## config.mk

```make
export PLATFORM = sky130hd
export DESIGN_NAME = sprite_frame_animator_core
export DESIGN_NICKNAME = d
export VERILOG_FILES = /design/src/rtl/core/sfa_pkg.sv /design/src/rtl/core/sprite_frame_animator_core.sv /design/src/rtl/core/sfa_div.sv
export VERILOG_INCLUDE_DIRS = /design/src /design/src/rtl/core
export SDC_FILE = /design/constraint.sdc
export NUM_CORES = 2
export LEC_CHECK = 0
export CORE_ASPECT_RATIO = 1.2
export CORE_UTILIZATION = 25
export CTS_CLUSTER_SIZE = 25
export DETAILED_ROUTE_END_ITERATION = 10
export DONT_BUFFER_PORTS = 1
export SLEW_MARGIN = 15
export SYNTH_ARGS = -nofsm -noshare
export SYNTH_HDL_FRONTEND = slang
export SYNTH_SLANG_ARGS = --single-unit
```

## constraint.sdc

```tcl
create_clock -name clk -period 9.8 [get_ports clk]
set_input_delay 0.49 -clock clk [delete_from_list [all_inputs] [get_ports clk]]
set_output_delay 0.49 -clock clk [all_outputs]
set_load 0.05 [all_outputs]
```

## src/rtl/core/assert_macros.svh

```systemverilog
// Assertion helpers shared by the RTL. Each expects clk and arst_n in scope.
`ifndef ASSERT_MACROS_SVH
`define ASSERT_MACROS_SVH

// Concurrent property checked on every rising clock edge outside reset.
`define ASSERT_CLK(name, prop, msg) \
	name: assert property (@(posedge clk) disable iff (!arst_n) prop) \
		else $error(msg);

// Condition that must never be true outside reset.
`define ASSERT_NEVER(name, cond, msg) \
	`ASSERT_CLK(name, !(cond), msg)

`endif

```

## src/rtl/core/sfa_pkg.sv

```systemverilog
package sfa_pkg;

	// Field and register widths.
	localparam int TIME_W    = 40;
	localparam int DELTA_W   = 16;
	localparam int FT_W      = 24;
	localparam int FR_W      = 13;
	localparam int SIDE_W    = 9;
	localparam int FIRST_W   = 16;
	localparam int CELL_W    = 16;
	localparam int UV_W      = 17;
	localparam int SUM_W     = 17;
	localparam int DUR_W     = FT_W + FR_W;
	localparam int CELLS_W   = 2 * SIDE_W;
	localparam int REG_IDX_W = 3;
	localparam int CFG_W     = 24;
	localparam int OUT_DATA_W = 88;
	localparam int PC_W      = 5;

	typedef logic [REG_IDX_W-1:0] reg_idx_t;

	localparam reg_idx_t REG_GRID_COLUMNS    = 3'd0;
	localparam reg_idx_t REG_GRID_ROWS       = 3'd1;
	localparam reg_idx_t REG_CLIP_FIRST_CELL = 3'd2;
	localparam reg_idx_t REG_CLIP_FRAMES     = 3'd3;
	localparam reg_idx_t REG_LOOP_ENABLE     = 3'd4;
	localparam reg_idx_t REG_FRAME_TICKS     = 3'd5;

	typedef enum logic [3:0] {
		OP_NOP,
		OP_TAKE,
		OP_DUR,
		OP_CLAMP,
		OP_STORE,
		OP_DIV_START,
		OP_DIV_STEP,
		OP_DIV_DONE,
		OP_EMIT,
		OP_NOCLIP
	} uop_t;

	typedef enum logic [2:0] {
		COND_NEVER,
		COND_ALWAYS,
		COND_NO_INPUT,
		COND_NO_CLIP,
		COND_NO_LOOP,
		COND_DIV_MORE,
		COND_OUT_BUSY
	} cond_t;

	typedef enum logic [2:0] {
		JOB_TMOD,
		JOB_LOCAL,
		JOB_CELLS,
		JOB_GRID,
		JOB_UL,
		JOB_VB,
		JOB_UR,
		JOB_VT
	} div_job_t;

	typedef logic [PC_W-1:0] pc_t;

	typedef struct packed {
		uop_t     op;
		cond_t    cond;
		div_job_t job;
		pc_t      target;
	} ctrl_t;

	typedef struct packed {
		logic start;
		logic step;
	} div_ctl_t;

	localparam pc_t PC_WAIT   = 5'd0;
	localparam pc_t PC_TMOD_STEP = 5'd4;
	localparam pc_t PC_CLAMP  = 5'd6;
	localparam pc_t PC_STORE  = 5'd7;
	localparam pc_t PC_LOCAL_STEP = 5'd9;
	localparam pc_t PC_CELLS_STEP = 5'd12;
	localparam pc_t PC_GRID_STEP  = 5'd15;
	localparam pc_t PC_UL_STEP    = 5'd18;
	localparam pc_t PC_VB_STEP    = 5'd21;
	localparam pc_t PC_UR_STEP    = 5'd24;
	localparam pc_t PC_VT_STEP    = 5'd27;
	localparam pc_t PC_EMIT   = 5'd29;
	localparam pc_t PC_NOCLIP = 5'd31;

	function automatic ctrl_t uword(uop_t op, cond_t cond, div_job_t job, pc_t target);
		ctrl_t w;
		w.op     = op;
		w.cond   = cond;
		w.job    = job;
		w.target = target;
		return w;
	endfunction

	// Control store. A step branches to its target when its condition holds,
	// otherwise it falls through to the next step.
	function automatic ctrl_t ucode(pc_t pc);
		ctrl_t w;
		case (pc)
			5'd0:  w = uword(OP_TAKE,      COND_NO_INPUT, JOB_TMOD,  PC_WAIT);
			5'd1:  w = uword(OP_DUR,       COND_NO_CLIP,  JOB_TMOD,  PC_NOCLIP);
			5'd2:  w = uword(OP_NOP,       COND_NO_LOOP,  JOB_TMOD,  PC_CLAMP);
			5'd3:  w = uword(OP_DIV_START, COND_NEVER,    JOB_TMOD,  PC_WAIT);
			5'd4:  w = uword(OP_DIV_STEP,  COND_DIV_MORE, JOB_TMOD,  PC_TMOD_STEP);
			5'd5:  w = uword(OP_DIV_DONE,  COND_ALWAYS,   JOB_TMOD,  PC_STORE);
			5'd6:  w = uword(OP_CLAMP,     COND_NEVER,    JOB_TMOD,  PC_WAIT);
			5'd7:  w = uword(OP_STORE,     COND_NEVER,    JOB_TMOD,  PC_WAIT);
			5'd8:  w = uword(OP_DIV_START, COND_NEVER,    JOB_LOCAL, PC_WAIT);
			5'd9:  w = uword(OP_DIV_STEP,  COND_DIV_MORE, JOB_LOCAL, PC_LOCAL_STEP);
			5'd10: w = uword(OP_DIV_DONE,  COND_NEVER,    JOB_LOCAL, PC_WAIT);
			5'd11: w = uword(OP_DIV_START, COND_NEVER,    JOB_CELLS, PC_WAIT);
			5'd12: w = uword(OP_DIV_STEP,  COND_DIV_MORE, JOB_CELLS, PC_CELLS_STEP);
			5'd13: w = uword(OP_DIV_DONE,  COND_NEVER,    JOB_CELLS, PC_WAIT);
			5'd14: w = uword(OP_DIV_START, COND_NEVER,    JOB_GRID,  PC_WAIT);
			5'd15: w = uword(OP_DIV_STEP,  COND_DIV_MORE, JOB_GRID,  PC_GRID_STEP);
			5'd16: w = uword(OP_DIV_DONE,  COND_NEVER,    JOB_GRID,  PC_WAIT);
			5'd17: w = uword(OP_DIV_START, COND_NEVER,    JOB_UL,    PC_WAIT);
			5'd18: w = uword(OP_DIV_STEP,  COND_DIV_MORE, JOB_UL,    PC_UL_STEP);
			5'd19: w = uword(OP_DIV_DONE,  COND_NEVER,    JOB_UL,    PC_WAIT);
			5'd20: w = uword(OP_DIV_START, COND_NEVER,    JOB_VB,    PC_WAIT);
			5'd21: w = uword(OP_DIV_STEP,  COND_DIV_MORE, JOB_VB,    PC_VB_STEP);
			5'd22: w = uword(OP_DIV_DONE,  COND_NEVER,    JOB_VB,    PC_WAIT);
			5'd23: w = uword(OP_DIV_START, COND_NEVER,    JOB_UR,    PC_WAIT);
			5'd24: w = uword(OP_DIV_STEP,  COND_DIV_MORE, JOB_UR,    PC_UR_STEP);
			5'd25: w = uword(OP_DIV_DONE,  COND_NEVER,    JOB_UR,    PC_WAIT);
			5'd26: w = uword(OP_DIV_START, COND_NEVER,    JOB_VT,    PC_WAIT);
			5'd27: w = uword(OP_DIV_STEP,  COND_DIV_MORE, JOB_VT,    PC_VT_STEP);
			5'd28: w = uword(OP_DIV_DONE,  COND_NEVER,    JOB_VT,    PC_WAIT);
			5'd29: w = uword(OP_EMIT,      COND_OUT_BUSY, JOB_TMOD,  PC_EMIT);
			5'd30: w = uword(OP_NOP,       COND_ALWAYS,   JOB_TMOD,  PC_WAIT);
			5'd31: w = uword(OP_NOCLIP,    COND_ALWAYS,   JOB_TMOD,  PC_EMIT);
			default: w = uword(OP_NOP,     COND_ALWAYS,   JOB_TMOD,  PC_WAIT);
		endcase
		return w;
	endfunction

endpackage

```

## src/rtl/core/sprite_frame_animator_core.sv

```systemverilog
// Channel  Direction  Payload
// cfg      in         cfg_idx register index, cfg_wdata value, written when cfg_we is high
// s_*      in         tdata: delta_time[15:0]; tuser: restart
// m_*      out        tdata: cell_index, u_left, v_bottom, u_right, v_top; tuser: updated;
//                     tlast: finished
//
// A single bit-serial divider is shared by all divisions of a tick: eight in
// loop mode, seven otherwise, and none when no clip is loaded.
// A finished result waits in the output register while the next tick is taken;
// the sequencer stalls only when it must overwrite a result not yet taken.
// Reset clears the configuration to its defaults and the clip time to zero.
`include "assert_macros.svh"

module sprite_frame_animator_core #(
	parameter int UV_FRACTION_BITS    = 16,
	parameter int MAX_GRID_SIDE       = 256,
	parameter int DEFAULT_FRAME_TICKS = 8192
) (
	input  logic                            clk,
	input  logic                            arst_n,
	input  logic                            cfg_we,
	input  logic [sfa_pkg::REG_IDX_W-1:0]   cfg_idx,
	input  logic [sfa_pkg::CFG_W-1:0]       cfg_wdata,
	input  logic                            s_tvalid,
	output logic                            s_tready,
	input  logic [sfa_pkg::DELTA_W-1:0]     s_tdata,   // delta_time[15:0]
	input  logic                            s_tuser,   // restart
	output logic                            m_tvalid,
	input  logic                            m_tready,
	// cell_index[15:0], u_left[32:16], v_bottom[49:33], u_right[66:50],
	// v_top[83:67], zero fill[87:84]
	output logic [sfa_pkg::OUT_DATA_W-1:0]  m_tdata,
	output logic                            m_tuser,   // updated
	output logic                            m_tlast    // finished
);
	import sfa_pkg::*;

	localparam int T_W    = TIME_W + 1;
	localparam int UV_SH  = UV_FRACTION_BITS + 1;
	localparam int UV_DW  = UV_SH + SIDE_W + 1;
	localparam int DIV_DW = (T_W > UV_DW) ? T_W : UV_DW;
	localparam int DIV_VW = DUR_W;
	localparam int CNT_W  = $clog2(DIV_DW + 1);

	function automatic logic [SIDE_W-1:0] side_value(logic [SIDE_W-1:0] v);
		if (v == '0) begin
			return SIDE_W'(1);
		end else if (int'(v) > MAX_GRID_SIDE) begin
			return SIDE_W'(MAX_GRID_SIDE);
		end
		return v;
	endfunction

	// Configuration registers.
	logic [SIDE_W-1:0]  cols_q;
	logic [SIDE_W-1:0]  rows_q;
	logic [FIRST_W-1:0] first_q;
	logic [FR_W-1:0]    frames_q;
	logic               loop_q;
	logic [FT_W-1:0]    fticks_q;

	// Sequencer.
	pc_t   pc_q;
	pc_t   pc_d;
	ctrl_t ctrl;
	logic  branch;

	// Datapath.
	logic [TIME_W-1:0]  clip_time_q;
	logic [T_W-1:0]     t_q;
	logic [DUR_W-1:0]   dur_q;
	logic [DUR_W-1:0]   dur_m1;
	logic [CELLS_W-1:0] cells_q;
	logic [SUM_W-1:0]   lin_q;
	logic [SIDE_W-1:0]  col_q;
	logic [SIDE_W-1:0]  row_q;
	logic [UV_W-1:0]    ul_q;
	logic [UV_W-1:0]    vb_q;
	logic [UV_W-1:0]    ur_q;
	logic [UV_W-1:0]    vt_q;
	logic               fin_q;
	logic               upd_q;
	logic [FT_W-1:0]    ft;
	logic [DUR_W-1:0]   dur_prod;
	logic [CELLS_W-1:0] cells_prod;
	logic               s_fire;

	// Divider operands and results.
	div_ctl_t           div_ctl;
	logic [SIDE_W-1:0]  uv_num;
	logic [SIDE_W-1:0]  uv_den;
	logic [DIV_DW-1:0]  uv_d;
	logic [DIV_DW-1:0]  op_d;
	logic [DIV_VW-1:0]  op_v;
	logic [DIV_VW-1:0]  rem_init;
	logic [DIV_DW-1:0]  quo_init;
	logic [CNT_W-1:0]   op_k;
	logic [DIV_DW-1:0]  div_quo;
	logic [DIV_VW-1:0]  div_rem;
	logic               div_more;

	// Output register.
	logic                  m_tvalid_q;
	logic [OUT_DATA_W-1:0] m_tdata_q;
	logic                  m_tuser_q;
	logic                  m_tlast_q;
	logic                  out_busy;
	logic                  emit_fire;

	always_ff @(posedge clk or negedge arst_n) begin
		if (!arst_n) begin
			cols_q   <= SIDE_W'(1);
			rows_q   <= SIDE_W'(1);
			first_q  <= '0;
			frames_q <= '0;
			loop_q   <= 1'b0;
			fticks_q <= 24'd8192;
		end else if (cfg_we) begin
			case (cfg_idx)
				REG_GRID_COLUMNS:    cols_q   <= side_value(cfg_wdata[SIDE_W-1:0]);
				REG_GRID_ROWS:       rows_q   <= side_value(cfg_wdata[SIDE_W-1:0]);
				REG_CLIP_FIRST_CELL: first_q  <= cfg_wdata[FIRST_W-1:0];
				REG_CLIP_FRAMES:     frames_q <= cfg_wdata[FR_W-1:0];
				REG_LOOP_ENABLE:     loop_q   <= cfg_wdata[0];
				REG_FRAME_TICKS:     fticks_q <= cfg_wdata[FT_W-1:0];
				default: ;
			endcase
		end
	end

	// Control store and branch logic.
	always_comb begin
		ctrl = ucode(pc_q);
		case (ctrl.cond)
			COND_NEVER:    branch = 1'b0;
			COND_ALWAYS:   branch = 1'b1;
			COND_NO_INPUT: branch = !s_tvalid;
			COND_NO_CLIP:  branch = frames_q == '0;
			COND_NO_LOOP:  branch = !loop_q;
			COND_DIV_MORE: branch = div_more;
			COND_OUT_BUSY: branch = out_busy;
			default:       branch = 1'b0;
		endcase
		pc_d = branch ? ctrl.target : pc_q + 1'b1;
	end

	always_ff @(posedge clk or negedge arst_n) begin
		if (!arst_n) begin
			pc_q <= PC_WAIT;
		end else begin
			pc_q <= pc_d;
		end
	end

	assign s_tready  = ctrl.op == OP_TAKE;
	assign s_fire    = s_tvalid && s_tready;
	assign out_busy  = m_tvalid_q && !m_tready;
	assign emit_fire = (ctrl.op == OP_EMIT) && !out_busy;

	always_comb begin
		ft         = (fticks_q == '0) ? FT_W'(DEFAULT_FRAME_TICKS) : fticks_q;
		dur_prod   = DUR_W'(ft) * DUR_W'(frames_q);
		cells_prod = CELLS_W'(cols_q) * CELLS_W'(rows_q);
		dur_m1     = dur_q - 1'b1;
	end

	// Operand selection. Each job shifts its dividend so that the quotient
	// fits in the given number of steps and the first partial remainder is
	// already below the divisor.
	always_comb begin
		case (ctrl.job)
			JOB_UL:  begin uv_num = col_q;        uv_den = cols_q; end
			JOB_VB:  begin uv_num = row_q;        uv_den = rows_q; end
			JOB_UR:  begin uv_num = col_q + 1'b1; uv_den = cols_q; end
			JOB_VT:  begin uv_num = row_q + 1'b1; uv_den = rows_q; end
			default: begin uv_num = col_q;        uv_den = cols_q; end
		endcase
		// Rounded to nearest: (2 * num * 2^F + den) / (2 * den).
		uv_d = (DIV_DW'(uv_num) << UV_SH) + DIV_DW'(uv_den);

		case (ctrl.job)
			JOB_TMOD: begin
				op_d     = DIV_DW'(t_q);
				op_v     = dur_q;
				op_k     = CNT_W'(T_W);
				rem_init = DIV_VW'(op_d >> T_W);
				quo_init = op_d << (DIV_DW - T_W);
			end
			JOB_LOCAL: begin
				op_d     = DIV_DW'(t_q);
				op_v     = DIV_VW'(ft);
				op_k     = CNT_W'(FR_W);
				rem_init = DIV_VW'(op_d >> FR_W);
				quo_init = op_d << (DIV_DW - FR_W);
			end
			JOB_CELLS: begin
				op_d     = DIV_DW'(lin_q);
				op_v     = DIV_VW'(cells_q);
				op_k     = CNT_W'(SUM_W);
				rem_init = DIV_VW'(op_d >> SUM_W);
				quo_init = op_d << (DIV_DW - SUM_W);
			end
			JOB_GRID: begin
				op_d     = DIV_DW'(lin_q);
				op_v     = DIV_VW'(cols_q);
				op_k     = CNT_W'(SIDE_W);
				rem_init = DIV_VW'(op_d >> SIDE_W);
				quo_init = op_d << (DIV_DW - SIDE_W);
			end
			JOB_UL, JOB_VB, JOB_UR, JOB_VT: begin
				op_d     = uv_d;
				op_v     = DIV_VW'({uv_den, 1'b0});
				op_k     = CNT_W'(UV_SH);
				rem_init = DIV_VW'(op_d >> UV_SH);
				quo_init = op_d << (DIV_DW - UV_SH);
			end
			default: begin
				op_d     = '0;
				op_v     = '0;
				op_k     = '0;
				rem_init = '0;
				quo_init = '0;
			end
		endcase

		div_ctl.start = ctrl.op == OP_DIV_START;
		div_ctl.step  = ctrl.op == OP_DIV_STEP;
	end

	sfa_div #(
		.DW    (DIV_DW),
		.VW    (DIV_VW),
		.CNT_W (CNT_W)
	) u_div (
		.clk       (clk),
		.arst_n    (arst_n),
		.ctl       (div_ctl),
		.rem_init  (rem_init),
		.quo_init  (quo_init),
		.divisor   (op_v),
		.iters     (op_k),
		.quotient  (div_quo),
		.remainder (div_rem),
		.more      (div_more)
	);

	// Clip time is architectural state and survives between ticks.
	always_ff @(posedge clk or negedge arst_n) begin
		if (!arst_n) begin
			clip_time_q <= '0;
		end else if (s_fire && s_tuser) begin
			clip_time_q <= '0;
		end else if (ctrl.op == OP_STORE) begin
			clip_time_q <= t_q[TIME_W-1:0];
		end
	end

	always_ff @(posedge clk) begin
		case (ctrl.op)
			OP_TAKE: begin
				if (s_fire) begin
					t_q <= (s_tuser ? T_W'(0) : T_W'(clip_time_q)) + T_W'(s_tdata);
				end
			end
			OP_DUR: begin
				dur_q   <= dur_prod;
				cells_q <= cells_prod;
				upd_q   <= frames_q != '0;
			end
			OP_CLAMP: begin
				if (t_q > T_W'(dur_m1)) begin
					t_q <= T_W'(dur_m1);
				end
			end
			OP_STORE: begin
				fin_q <= !loop_q && (t_q >= T_W'(dur_m1));
			end
			OP_DIV_DONE: begin
				case (ctrl.job)
					JOB_TMOD:  t_q   <= T_W'(div_rem);
					JOB_LOCAL: lin_q <= SUM_W'(first_q) + SUM_W'(div_quo[FR_W-1:0]);
					JOB_CELLS: lin_q <= div_rem[SUM_W-1:0];
					JOB_GRID: begin
						col_q <= div_rem[SIDE_W-1:0];
						row_q <= div_quo[SIDE_W-1:0];
					end
					JOB_UL:  ul_q <= div_quo[UV_W-1:0];
					JOB_VB:  vb_q <= div_quo[UV_W-1:0];
					JOB_UR:  ur_q <= div_quo[UV_W-1:0];
					JOB_VT:  vt_q <= div_quo[UV_W-1:0];
					default: ;
				endcase
			end
			OP_NOCLIP: begin
				lin_q <= '0;
				ul_q  <= '0;
				vb_q  <= '0;
				ur_q  <= '0;
				vt_q  <= '0;
				fin_q <= 1'b1;
			end
			default: ;
		endcase
	end

	always_ff @(posedge clk or negedge arst_n) begin
		if (!arst_n) begin
			m_tvalid_q <= 1'b0;
		end else if (emit_fire) begin
			m_tvalid_q <= 1'b1;
		end else if (m_tready) begin
			m_tvalid_q <= 1'b0;
		end
	end

	always_ff @(posedge clk) begin
		if (emit_fire) begin
			m_tdata_q <= {4'b0, vt_q, ur_q, vb_q, ul_q, lin_q[CELL_W-1:0]};
			m_tuser_q <= upd_q;
			m_tlast_q <= fin_q;
		end
	end

	assign m_tvalid = m_tvalid_q;
	assign m_tdata  = m_tdata_q;
	assign m_tuser  = m_tuser_q;
	assign m_tlast  = m_tlast_q;

	`ASSERT_CLK(a_take_closes_input, s_fire |=> !s_tready, "input still open after a tick")
	`ASSERT_CLK(a_time_in_clip, (ctrl.op == OP_STORE) |-> (t_q < T_W'(dur_q)), "clip time not reduced")
	`ASSERT_CLK(a_local_in_clip, (ctrl.op == OP_DIV_DONE && ctrl.job == JOB_LOCAL) |-> (div_quo < DIV_DW'(frames_q)), "local frame out of clip")
	`ASSERT_NEVER(a_cell_in_grid, ctrl.op == OP_EMIT && upd_q && (col_q >= cols_q || row_q >= rows_q), "cell outside grid")

endmodule

```

## src/rtl/core/sfa_div.sv

```systemverilog
// Restoring divider, one quotient bit per cycle. The caller pre-aligns the
// dividend so that the requested number of steps produces the full quotient.
module sfa_div #(
	parameter int DW    = 41,
	parameter int VW    = 37,
	parameter int CNT_W = 6
) (
	input  logic                 clk,
	input  logic                 arst_n,
	input  sfa_pkg::div_ctl_t    ctl,
	input  logic [VW-1:0]        rem_init,
	input  logic [DW-1:0]        quo_init,
	input  logic [VW-1:0]        divisor,
	input  logic [CNT_W-1:0]     iters,
	output logic [DW-1:0]        quotient,
	output logic [VW-1:0]        remainder,
	output logic                 more
);
	import sfa_pkg::*;

	logic [VW-1:0]    rem_q;
	logic [DW-1:0]    quo_q;
	logic [VW-1:0]    dvs_q;
	logic [CNT_W-1:0] cnt_q;
	logic [VW:0]      trial;
	logic [VW:0]      diff;
	logic             ge;
	logic             active;

	always_comb begin
		trial  = {rem_q, quo_q[DW-1]};
		diff   = trial - {1'b0, dvs_q};
		ge     = trial >= {1'b0, dvs_q};
		active = ctl.step && (cnt_q != '0);
	end

	always_ff @(posedge clk) begin
		if (ctl.start) begin
			rem_q <= rem_init;
			quo_q <= quo_init;
			dvs_q <= divisor;
		end else if (active) begin
			rem_q <= ge ? diff[VW-1:0] : trial[VW-1:0];
			quo_q <= {quo_q[DW-2:0], ge};
		end
	end

	always_ff @(posedge clk or negedge arst_n) begin
		if (!arst_n) begin
			cnt_q <= '0;
		end else if (ctl.start) begin
			cnt_q <= iters;
		end else if (active) begin
			cnt_q <= cnt_q - 1'b1;
		end
	end

	assign quotient  = quo_q;
	assign remainder = rem_q;
	assign more      = cnt_q > CNT_W'(1);

endmodule

```

==> flow_metrics.tcl <==
set metrics [dict create \
    io_buffers 0 \
    crit_buf_inv 4 \
    grt_pass1_vias 30419 \
    cts.sinks 526 \
    synth_seq_cells 526 \
    finalHoldViolCount 0 \
    root_buffer "clkbuf_16" \
    drtIter0Drc 2987 \
    area_growth_pct 11.3 \
    fin_crit_sh 0.728 \
    grt_use_total 0.158 \
    dieArea_mm2 0.161 \
    status "completed" \
    async_reset_ff_frac 0.236 \
    timing.rr.start "fticks_q[12]" \
    period_needed_ps 7130 \
    num-fill-cells 16586 \
    nets 4572 \
    critical_path.most_common_cell "fa_1" \
    path_clk_slew_ps 60 \
    min_path_type "in -> reg" \
    crit_family "adder cells" \
    core_area_mm2 0.159 \
    worst_slew_pin_slew_ps 1330 \
    cts_resized 0 \
    drc 0 \
    gp_congestion 0.931 \
    grt_antenna_before_repair 20 \
    yosysUniqueCellTypes 82 \
    cts_made_buffers 56 \
    setup_viol 0 \
    crit_start "fticks_q[12]" \
    crit_required_ps 10220 \
    fp.dieW_um 367 \
    worst-setup-path-type "reg -> reg" \
    grt-ovfl-total 0 \
    seq_area_frac_synth 0.380 \
    drive_above_1_share 0.0607 \
    ys.warnings.count 0 \
    cap_violations 0 \
    grt_first_pass_wirelength_mm 194 \
    endpoint_kind "flop" \
    slew_headroom 0.116 \
    setup_tns_ps 0 \
    avgSynthCellArea_um2 9.83 \
    post_drt_wl_per_cell_um 20.9 \
    num_vias 30307 \
    crit_path_max_fanout 16 \
    row_count 160 \
    synth-edff-count 402 \
    wl_mm 129 \
    die_y_um 440 \
    io_pins 141 \
    path_cells "nor4_1 > nand4_1 > o21bai_2 > and2_1 > fa_1 > inv_1 > fa_1 > inv_1 > fa_1 > fa_1 > inv_1 > fa_1 > inv_1 > ha_1 > nor2b_1 > o21ai_0 > nand2b_1 > a221oi_2 > o21ai_0 > nor4b_1 > a211oi_1 > xnor2_1" \
    synth_ff_type "edfxtp_1" \
    arrival_ps 7550 \
    cts_tree "done" \
    ant_nets 0 \
    initial_core_util 0.252 \
    critPathMaxStageDelay_ps 630 \
    dp_hpwl_mm 95.5 \
    finClkSkew_ps 30.0 \
    hp-start "s_tuser" \
    cts_hold_buf 26 \
    viasPerCell 4.93 \
    fmax_ghz 0.140 \
    startpoint_type "flop" \
    whs_ps 81.4 \
    drt_pre_antenna_iters 8 \
    grt_max_degree 125 \
    slew_viol_final 0 \
    cts_setup_buffers 0 \
    rsz0062_at_grt "no" \
    crit_slowest_cell "o21bai_2" \
    clkLatencyLatePin_ps 700 \
    h-tree-depth 2 \
    clk_path_buf_depth 3 \
    syn-instance-count 4064 \
    synth_area_mm2 0.0399 \
]
## cells in the mapped netlist (all sizes together), types with 54 or more instances
cell type	count	share of area
a21oi	252	0.032
clkbuf	175	0.016
o21ai	174	0.022
edfxtp	402	0.30
fa	295	0.15
a21o	61	0.011
inv	422	0.040
and2	198	0.031
ha	238	0.075
nor3	54	0.0071
xnor2	100	0.022
nand2	662	0.062
dfrtp	121	0.076
nor2	185	0.018
nand3	92	0.012
## final cells by class
cell class | instances | area (µm²) | area share
multi-input cells | 2913 | 22500 | 0.507
flip-flops and latches | 526 | 15200 | 0.341
well taps | 2106 | 2640 | 0.0593
inverters | 422 | 1590 | 0.0356
clock buffers | 64 | 1430 | 0.0322
repair buffers | 71 | 616 | 0.0138
clock inverters | 41 | 463 | 0.0104
diodes | 6 | 15.0 | 0.000338
## cells in the final DEF (no fill, tap or decap), types with 30 or more instances in the layout
cell       synthesis  layout
a21o_1            61      60
a21oi_1          252     251
a31oi_1           33      33
and2_1           198     198
and3_1            37      37
buf_4              4      45
clkbuf_16          0      56
dfrtp_1          121     121
edfxtp_1         402     402
fa_1             295     295
ha_1             238     238
inv_1            420     419
mux2_2            53      53
nand2_1          662     662
nand3_1           92      91
nand4_1           30      30
nor2_1           184     179
nor2b_1           45      45
nor3_1            51      47
o211ai_1          49      49
o21ai_0          158     155
xnor2_1          100     100
xor2_1            51      51
## layer usage
metal | vias to the layer above | wire (µm) | GRT usage
li1 | 13664 | - | -
met1 | 15110 | 51700 | 0.195
met2 | 1209 | 60600 | 0.265
met3 | 300 | 9650 | 0.0281
met4 | 24 | 6520 | 0.0772
met5 | - | 157 | 0
## metrics by stage
step                      area, µm²  setup WS (ps)  instances  utilization
after detailed placement      42300           2270       6012        0.267
after CTS                     44500           2250       6143        0.280
final                         44500           2670       6149        0.280
after global placement        42300           2280       6012        0.267
after floorplan               40000           3250       4067            -
after global routing          44500           2230       6145        0.280
## registers in the layout (all words and copies together) (netlist names), 17 cells and up
name,cells
lin_q,17
vt_q,17
u_div.quotient,41
fticks_q,24
t_q,41
m_tdata,84
dur_q,37
ur_q,17
cells_q,18
u_div.remainder,37
vb_q,17
clip_time_q,40
ul_q,17
u_div.dvs_q,37
## cell families after synthesis
| family | synth area share |
|---|---|
| AOI/OAI and AO/OA | 0.114 |
| other | 0.0000939 |
| DFF | 0.380 |
| xor gates and xnor gates | 0.0331 |
| buffers and inverters | 0.0597 |
| muxes | 0.0255 |
| adders and majority gates | 0.222 |
| and+or+nand+nor | 0.165 |
## final timing paths
kind / depth (start not counted) / slack [ps] / endpoint
worst max-delay path: 22 / 2670 / dur_q[30]
worst min-delay path: 1 / 80 / t_q[25]
worst max register to register: 22 / 2670 / dur_q[30]
worst min register to register: 0 / 420 / m_tdata[61]
max in group asynchronous: 2 / 8370 / first_q[0]
min in group asynchronous: 2 / 240 / m_tvalid
Power is not shown: default switching activity piles up to over one toggle a cycle in this logic, so the estimate is an artifact.
